File: config.mk
export PLATFORM = sky130hd
export DESIGN_NAME = rgb_to_hsv_converter
export DESIGN_NICKNAME = d
export VERILOG_FILES = /design/src/design/rgbhsv_pkg.sv /design/src/design/rgb_to_hsv_converter.sv
export SDC_FILE = /design/constraint.sdc
export NUM_CORES = 1
export LEC_CHECK = 0
export BUFFER_PORTS_ARGS = -buffer_cell sky130_fd_sc_hd__buf_2
export CAP_MARGIN = 20
export CORE_MARGIN = 5
export CORE_UTILIZATION = 26
export CTS_CLUSTER_DIAMETER = 40
export DETAILED_ROUTE_END_ITERATION = 12
export GPL_TIMING_DRIVEN = 0
export SYNTH_ARGS = -nofsm -noshare
export SYNTH_HDL_FRONTEND = slang
export SYNTH_SLANG_ARGS = --single-unit
File: constraint.sdc
create_clock -name aclk -period 13.2 [get_ports aclk]
set_input_delay 1.98 -clock aclk [delete_from_list [all_inputs] [get_ports aclk]]
set_output_delay 1.98 -clock aclk [all_outputs]
set_load 0.03 [all_outputs]
File: src/design/rgbhsv_pkg.sv
`default_nettype none

package rgbhsv_pkg;

    // Width of one colour channel and of every result field.
    localparam int CHANNEL_BITS = 8;

    // Working widths of the two dividers.
    // Saturation: dividend CHAN_MAX * chroma, divisor max.
    // Hue: dividend CHAN_MAX * num with num below 6 * chroma, divisor 6 * chroma.
    localparam int SAT_REM_W = 2 * CHANNEL_BITS;
    localparam int HUE_DSR_W = CHANNEL_BITS + 3;
    localparam int HUE_REM_W = 2 * CHANNEL_BITS + 3;

    // Which channel holds the maximum; ties resolve in red, green, blue order.
    localparam int SEL_W = 2;
    localparam logic [SEL_W-1:0] SEL_RED   = 2'd0;
    localparam logic [SEL_W-1:0] SEL_GREEN = 2'd1;
    localparam logic [SEL_W-1:0] SEL_BLUE  = 2'd2;

    typedef struct packed {
        logic [CHANNEL_BITS-1:0] red_in;
        logic [CHANNEL_BITS-1:0] green_in;
        logic [CHANNEL_BITS-1:0] blue_in;
    } pixel_t;

    typedef struct packed {
        logic [CHANNEL_BITS-1:0] hue_out;
        logic [CHANNEL_BITS-1:0] sat_out;
        logic [CHANNEL_BITS-1:0] val_out;
    } hsv_t;

    // Contents of the first stage: channels, extremes and the max selector.
    typedef struct packed {
        logic [CHANNEL_BITS-1:0] red;
        logic [CHANNEL_BITS-1:0] green;
        logic [CHANNEL_BITS-1:0] blue;
        logic [CHANNEL_BITS-1:0] mx;
        logic [CHANNEL_BITS-1:0] chroma;
        logic [SEL_W-1:0]        sel;
    } prep_t;

    // Contents of one divider stage: partial remainders and quotients.
    typedef struct packed {
        logic [CHANNEL_BITS-1:0] val;
        logic [SAT_REM_W-1:0]    rem_s;
        logic [CHANNEL_BITS-1:0] quo_s;
        logic [CHANNEL_BITS-1:0] dsr_s;
        logic [HUE_REM_W-1:0]    rem_h;
        logic [CHANNEL_BITS-1:0] quo_h;
        logic [HUE_DSR_W-1:0]    dsr_h;
    } div_t;

endpackage

`default_nettype wire

File: src/design/rgb_to_hsv_converter.sv
`default_nettype none
// Throughput: one pixel per clock while the output is not stalled; the first stage
// computes max, min and chroma, the second forms the dividends and divisors, then
// each of CHANNEL_BITS stages resolves one quotient bit of both the hue and the
// saturation divider.
// Reset: aresetn is synchronous and active low; it clears all stage valid bits,
// so the pipeline comes out of reset empty and ready.

module rgb_to_hsv_converter (
    input  wire logic                aclk,
    input  wire logic                aresetn,
    input  wire logic                s_valid,
    output logic                     s_ready,
    input  wire rgbhsv_pkg::pixel_t  s_data,
    output logic                     m_valid,
    input  wire logic                m_ready,
    output rgbhsv_pkg::hsv_t         m_data
);

    import rgbhsv_pkg::*;

    localparam int NDIV = CHANNEL_BITS;

    // First stage: extremes of the pixel.
    prep_t prep_reg;
    prep_t prep_next;
    logic  prep_vld_reg;
    logic  prep_rdy;

    // Divider stages: index 0 holds the set-up operands, index j the state
    // after j quotient bits have been decided.
    div_t  div_reg [NDIV+1];
    div_t  div_next [NDIV+1];
    logic  vld_reg [NDIV+1];
    logic  rdy [NDIV+1];

    // Each stage may take a new request whenever it is empty or its content
    // moves on in the same cycle, so bubbles close up behind a stalled output.
    always_comb begin
        rdy[NDIV] = !vld_reg[NDIV] || m_ready;
        for (int j = NDIV - 1; j >= 0; j--) begin
            rdy[j] = !vld_reg[j] || rdy[j+1];
        end
        prep_rdy = !prep_vld_reg || rdy[0];
    end

    assign s_ready = prep_rdy;

    // Stage one: max with red, green, blue priority, min and chroma.
    always_comb begin
        logic [CHANNEL_BITS-1:0] r, g, b, mn;
        r = s_data.red_in;
        g = s_data.green_in;
        b = s_data.blue_in;
        prep_next.red   = r;
        prep_next.green = g;
        prep_next.blue  = b;
        if (r >= g && r >= b) begin
            prep_next.sel = SEL_RED;
            prep_next.mx  = r;
        end else if (g >= b) begin
            prep_next.sel = SEL_GREEN;
            prep_next.mx  = g;
        end else begin
            prep_next.sel = SEL_BLUE;
            prep_next.mx  = b;
        end
        if (r <= g && r <= b) begin
            mn = r;
        end else if (g <= b) begin
            mn = g;
        end else begin
            mn = b;
        end
        prep_next.chroma = prep_next.mx - mn;
    end

    always_ff @(posedge aclk) begin
        if (!aresetn) begin
            prep_vld_reg <= 1'b0;
        end else if (prep_rdy) begin
            prep_vld_reg <= s_valid;
        end
        if (prep_rdy) begin
            prep_reg <= prep_next;
        end
    end

    // Stage two: hue numerator, the scaled dividends and the divisors.
    // A zero divisor is replaced by one; its dividend is then zero as well,
    // which gives the black and gray results of zero hue and saturation.
    always_comb begin
        logic [HUE_DSR_W-1:0] c1, c2, c4, c6, rx, gx, bx, num;
        logic [SAT_REM_W-1:0] c_s;
        logic [HUE_REM_W-1:0] num_h;
        c1 = HUE_DSR_W'(prep_reg.chroma);
        rx = HUE_DSR_W'(prep_reg.red);
        gx = HUE_DSR_W'(prep_reg.green);
        bx = HUE_DSR_W'(prep_reg.blue);
        c2 = c1 << 1;
        c4 = c1 << 2;
        c6 = c4 + c2;
        case (prep_reg.sel)
            SEL_RED: begin
                if (bx > gx) begin
                    num = c6 - (bx - gx);
                end else begin
                    num = gx - bx;
                end
            end
            SEL_GREEN: begin
                if (bx >= rx) begin
                    num = c2 + (bx - rx);
                end else begin
                    num = c2 - (rx - bx);
                end
            end
            default: begin
                if (rx >= gx) begin
                    num = c4 + (rx - gx);
                end else begin
                    num = c4 - (gx - rx);
                end
            end
        endcase
        c_s   = SAT_REM_W'(prep_reg.chroma);
        num_h = HUE_REM_W'(num);
        div_next[0].val   = prep_reg.mx;
        div_next[0].rem_s = (c_s << CHANNEL_BITS) - c_s;
        div_next[0].quo_s = '0;
        div_next[0].dsr_s = (prep_reg.mx == '0) ? CHANNEL_BITS'(1) : prep_reg.mx;
        div_next[0].rem_h = (num_h << CHANNEL_BITS) - num_h;
        div_next[0].quo_h = '0;
        div_next[0].dsr_h = (prep_reg.chroma == '0) ? HUE_DSR_W'(1) : c6;
    end

    always_ff @(posedge aclk) begin
        if (!aresetn) begin
            vld_reg[0] <= 1'b0;
        end else if (rdy[0]) begin
            vld_reg[0] <= prep_vld_reg;
        end
        if (rdy[0]) begin
            div_reg[0] <= div_next[0];
        end
    end

    // Restoring division, one quotient bit per stage, most significant first.
    // Both quotients are known to fit in CHANNEL_BITS bits, so the divisor is
    // only ever shifted by CHANNEL_BITS - 1 places at most.
    for (genvar j = 1; j <= NDIV; j++) begin : g_div
        localparam int K = NDIV - j;

        always_comb begin
            logic [SAT_REM_W-1:0] cand_s;
            logic [HUE_REM_W-1:0] cand_h;
            div_next[j] = div_reg[j-1];
            cand_s = SAT_REM_W'(div_reg[j-1].dsr_s) << K;
            cand_h = HUE_REM_W'(div_reg[j-1].dsr_h) << K;
            if (div_reg[j-1].rem_s >= cand_s) begin
                div_next[j].rem_s    = div_reg[j-1].rem_s - cand_s;
                div_next[j].quo_s[K] = 1'b1;
            end
            if (div_reg[j-1].rem_h >= cand_h) begin
                div_next[j].rem_h    = div_reg[j-1].rem_h - cand_h;
                div_next[j].quo_h[K] = 1'b1;
            end
        end

        always_ff @(posedge aclk) begin
            if (!aresetn) begin
                vld_reg[j] <= 1'b0;
            end else if (rdy[j]) begin
                vld_reg[j] <= vld_reg[j-1];
            end
            if (rdy[j]) begin
                div_reg[j] <= div_next[j];
            end
        end
    end

    // The last divider stage is the output register.
    assign m_valid        = vld_reg[NDIV];
    assign m_data.hue_out = div_reg[NDIV].quo_h;
    assign m_data.sat_out = div_reg[NDIV].quo_s;
    assign m_data.val_out = div_reg[NDIV].val;

    // Zero saturation means zero chroma, and so the hue must be zero too.
    a_gray_hue: assert property (@(posedge aclk) disable iff (!aresetn)
        m_valid && m_data.sat_out == '0 |-> m_data.hue_out == '0)
        else $error("nonzero hue on a pixel with zero saturation");

    // A finished division leaves both remainders below their divisors.
    a_rem_bound: assert property (@(posedge aclk) disable iff (!aresetn)
        m_valid |-> (div_reg[NDIV].rem_s < SAT_REM_W'(div_reg[NDIV].dsr_s))
                 && (div_reg[NDIV].rem_h < HUE_REM_W'(div_reg[NDIV].dsr_h)))
        else $error("divider remainder not below divisor");

    // A request leaving the first stage always lands in the divider set-up stage.
    a_advance: assert property (@(posedge aclk) disable iff (!aresetn)
        prep_vld_reg && rdy[0] |=> vld_reg[0])
        else $error("request lost between first stage and divider");

endmodule

`default_nettype wire

# [Yosys cells after proc, flatten, opt, wreduce, memory -nomap -nowiden]
# Memory sizes are Yosys's and may differ from the RTL's.
# Cells that the tools add are included.
[op_classes] add_sub_neg=31 magnitude_cmp=25 eq_ne=1 n_mux=87 bitwise_logic=9 n_reduce_logical=25
[ops] cell="$mux W19" count=7
[ops] cell="$mux W16" count=7
[ops] cell="$mux W1" count=60
[ops] cell="$sub A8 B8 Y9" count=6
[ops] cell="$mux W11" count=4
[ops] cell="$ge A8 B8 Y1" count=5
[ops] cell="$mux W8" count=5
[ops] cell="$sub A19 B11 Y19" count=2
[ops] cell="$sub A16 B8 Y16" count=2
[ops] cell="$le A8 B8 Y1" count=3
[ops] cell="$add A10 B9 Y11" count=2
[ops] cell="$pmux W11 S2" count=1
[ops] cell="$mux W20" count=1
[ops] cell="$ge A19 B11 Y1" count=1
[ops] cell="$ge A19 B12 Y1" count=1
[ops] cell="$ge A19 B13 Y1" count=1
[ops] cell="$ge A19 B14 Y1" count=1
[ops] cell="$ge A19 B15 Y1" count=1
[ops] cell="$ge A19 B16 Y1" count=1
[ops] cell="$ge A19 B17 Y1" count=1
[ops] cell="$ge A19 B18 Y1" count=1
[ops] cell="$sub A19 B12 Y19" count=1
[ops] cell="$sub A19 B13 Y19" count=1
[ops] cell="$sub A19 B14 Y19" count=1
[ops] cell="34 further kinds" count=62
[word_totals] ff_bits=43 ram_bits=711 in_bits=28 out_inout_bits=26 word_cells=187 memories=2
[mem_list] name="div_reg" words=9 word_bits=78 read_ports=9 rd_ports_with_merged_regs=0 wr=9 line_no="rgb_to_hsv_converter.sv:32" text="div_t div_reg [NDIV+1];"
[mem_list] name="vld_reg" words=9 word_bits=1 read_ports=9 rd_ports_with_merged_regs=0 wr=9 line_no="rgb_to_hsv_converter.sv:34" text="logic vld_reg [NDIV+1];"

# [Depth between registers and ports, before layout]
# An unclocked memory read counts as a cell.
[logic_depth] depth_word=15 ltp_mapped=26 mapped_depth_nobuf=26

# [Worst setup path before layout]
# No wires, ideal clock.
[synth_timing] kind="input to output" from="input m_ready" to="output s_ready" arrival_ns=4.333 required_time_ns=11.220 path_slack_ns=6.887 stages=7 path_buffers=0 path_cell_list="nor2b_1 -> and2_0 -> and3_1 -> and2_1 -> and3_1 -> and2_1 -> nand3_1"
[synth_between] elab_chain_cells=10
[synth_lines] element="start: declaration" line_no="rgb_to_hsv_converter.sv:16" text="input wire logic m_ready,"
[synth_lines] element="$logic_or A1 B1 Y1" line_no="rgb_to_hsv_converter.sv:40" text="rdy[NDIV] = !vld_reg[NDIV] || m_ready;"
[synth_lines] element="$logic_or A1 B1 Y1 (8 in series)" line_no="rgb_to_hsv_converter.sv:42" text="rdy[j] = !vld_reg[j] || rdy[j+1];"
[synth_lines] element="$logic_or A1 B1 Y1" line_no="rgb_to_hsv_converter.sv:44" text="prep_rdy = !prep_vld_reg || rdy[0];"
[synth_lines] element="end: declaration" line_no="rgb_to_hsv_converter.sv:13" text="output logic s_ready,"
# No other way between the ends.

# [Final worst setup path]
# Ends and elaborated chain as after synthesis.

==> reports/metrics.yaml <==
status:
  status: "finished clean"
sta:
  fin_crit_sh_pct: 52.1
  relSlewSlack_pct: 28.0
  finalClockSkew_ns: 0.0454
  fin_setup_tns_ns: 0
  drv_slew: 0
  hold_viol_final: 0
  setup_slack_ns: 6.32
  final-setup-viol-count: 0
  max_slew.worst_pin.slew_ns: 1.07
  layout_min_cycle_time_ns: 6.88
  grt_setup_unrepaired: "false"
  max_freq_ghz: 0.145
placement:
  hpwlAfterDp_mm: 53.9
  gp_congestion: 0.869
  portBuffers: 53
  post-place-ws_ns: 6.22
  dp.cells: 4804
setup_path:
  cp_slowest_stage_delay_ns: 0.48
  worstPathCellList: "buf_2, nor2b_1, and2_0, and3_1, and2_1, and3_1, and2_1, nand3_2, buf_2"
  crit_path_max_fanout: 9
  cp_slowest_cell: "and2_0"
  path_class: "input pin to output port"
  crit_family: "simple AND/OR/NAND/NOR gates"
  crit_path_end_kind: "output port"
  critPathLaunchType: "input pin"
  cp_num_cells: 9
  worst_ep_arrival_time_ns: 4.90
  reg2reg_depth: 24
  cp.required_ns: 11.22
  critical_path_buf_inv_count: 2
min_path:
  holdPathStages: 0
  hold_path.class: "register to register"
detailed_routing:
  initialDrtViolationCount: 1030
  ant_nets: 0
  wirelength_mm: 69.9
  wl_per_cell_um: 14.1
  drc: 0
  avgViaCountPerCell: 4.38
  dr.pass1.iters: 5
  vias: 21752
power_and_ir_drop:
  vdd_drop_max_v: 0.000102
  power_mw: 10.9
  p_leak_nw: 16.5
  p_per_area_nw_per_um2: 270
cells_and_area:
  layout_commonest_cell: "edfxtp_1"
  final.fill_count: 13586
  largest_reg_flops: 576
  multiInputGateArea_sq_um: 14300
  layout.nets: 3479
  drive_gt1_share_pct: 9.35
  fin_cells: 4969
  seqCellArea_sq_um: 18800
  area_delta_synth_final_pct: 16.5
  layout_common_cells: "edfxtp_1 (626), inv_1 (317), ha_1 (297)"
  post-route-util_pct: 30.4
cts:
  cts-resized-gates: 0
  cts.root.buffer_cell: "clkbuf_16"
  clock_latency_ns: 0.64
  cts_tree: "done"
  cts-htree-levels: 3
  clock_sinks: 628
  cts_hold_repair.buffers: 0
  clk_pin_slew_ns: 0.06
  cts_setup_buffers: 0
  cts_buffers: 89
  cts_buffer_depth: 3
synth:
  synthFlopType: "edfxtp_1"
  avgSynthCellArea_sq_um: 11.7
  synthCells: 2975
  ys_seq_area_share_pct: 54.2
  yosysUniqueCellTypes: 89
  synth_warnings: 0
  synth.net_count: 3326
  synth_edf_count: 626
  synth_area_sq_um: 34800
  ys_ff_latch: 628
  async_reset_ff_share_pct: 0
floorplanning:
  ios: 54
  core_sq_um: 133000
  die-height_um: 376
  start_util_pct: 26.1
  rows: 134
  fp.dieArea_sq_um: 141000
  die_w_um: 376
global_routing:
  antenna_found_initial: 2
  track_usage_pct: 9.81
  grt_max_degree: 70
  grt-ovfl-total: 0
  grt_pass1_vias: 21926
  grt_pass1_wl_mm: 113
flow_run:
  drv_cap: 0
-- worst paths after layout --
kind | from | to | slack (ns)
worst min register to register | div_reg[0][232] | div_reg[0][310] | 0.39
worst max-delay path | m_ready | s_ready | 6.32
worst min-delay path | div_reg[0][232] | div_reg[0][310] | 0.39
worst max register to register | prep_reg[19] | div_reg[0][37] | 7.33
-- power breakdown --
| part | switching [mW] | internal (mW) |
|---|---|---|
| registers | 0.497 | 3.37 |
| clock network | 0.924 | 1.42 |
| logic | 2.57 | 2.14 |
| total | 3.99 | 6.93 |
-- cell type report --
class | count | area share [%]
Timing Repair Buffer | 62 | 1.16
Tap cell | 1768 | 5.46
Sequential cell | 628 | 46.5
Clock buffer | 102 | 5.67
Antenna cell | 2 | 0.0124
Buffer | 78 | 1.05
Multi-Input combinational cell | 1945 | 35.3
Inverter | 324 | 3.02
Clock inverter | 60 | 1.77
-- Yosys cell counts (17+ instances only) --
cell,instances,area [sq um]
o21ai_0,133,666
o21bai_1,19,143
clkbuf_1,38,143
a211oi_1,19,143
nor3_1,55,275
ha_1,297,3720
nand4_1,27,169
a21boi_0,22,165
o21a_1,22,165
mux2i_1,17,170
nand3_1,40,200
nor2_1,199,747
a21o_1,102,766
nor4_1,29,181
nand2b_1,54,338
buf_4,25,188
and2_1,22,138
edfxtp_1,626,18800
a21oi_1,224,1120
nand2_1,147,552
xnor2_1,143,1250
nor2b_1,55,344
fa_1,26,521
xor2_1,77,674
o31ai_1,24,180
and3_1,21,131
inv_1,323,1210
-- per-stage QoR --
step,hold slack (ns),instance area [sq um]
floorplan,0.400,34800
global placement,0.402,37200
detailed placement,0.405,37400
CTS,0.392,40500
global route,0.397,40500
finish,0.392,40500
-- per-layer routing --
layer / wire [um] / global-route usage, % / vias up
met3: 2680 / 1.73 / 161
met5: 0 / 0 / -
met2: 33000 / 16.8 / 394
met4: 2900 / 4.17 / 0
met1: 31300 / 12.2 / 10127
li1: - / - / 11070
-- kinds of logic after synthesis --
logic type | count (synthesis) | synth area share [%]
buffers and inverters | 402 | 4.72
DFF | 628 | 54.2
AOI/OAI and AO/OA | 659 | 12.1
adders and majority gates | 323 | 12.2
and+or+nand+nor | 712 | 10.3
muxes | 31 | 0.954
xor gates and xnor gates | 220 | 5.54
Note: power is estimated with default switching activity, not from simulation.
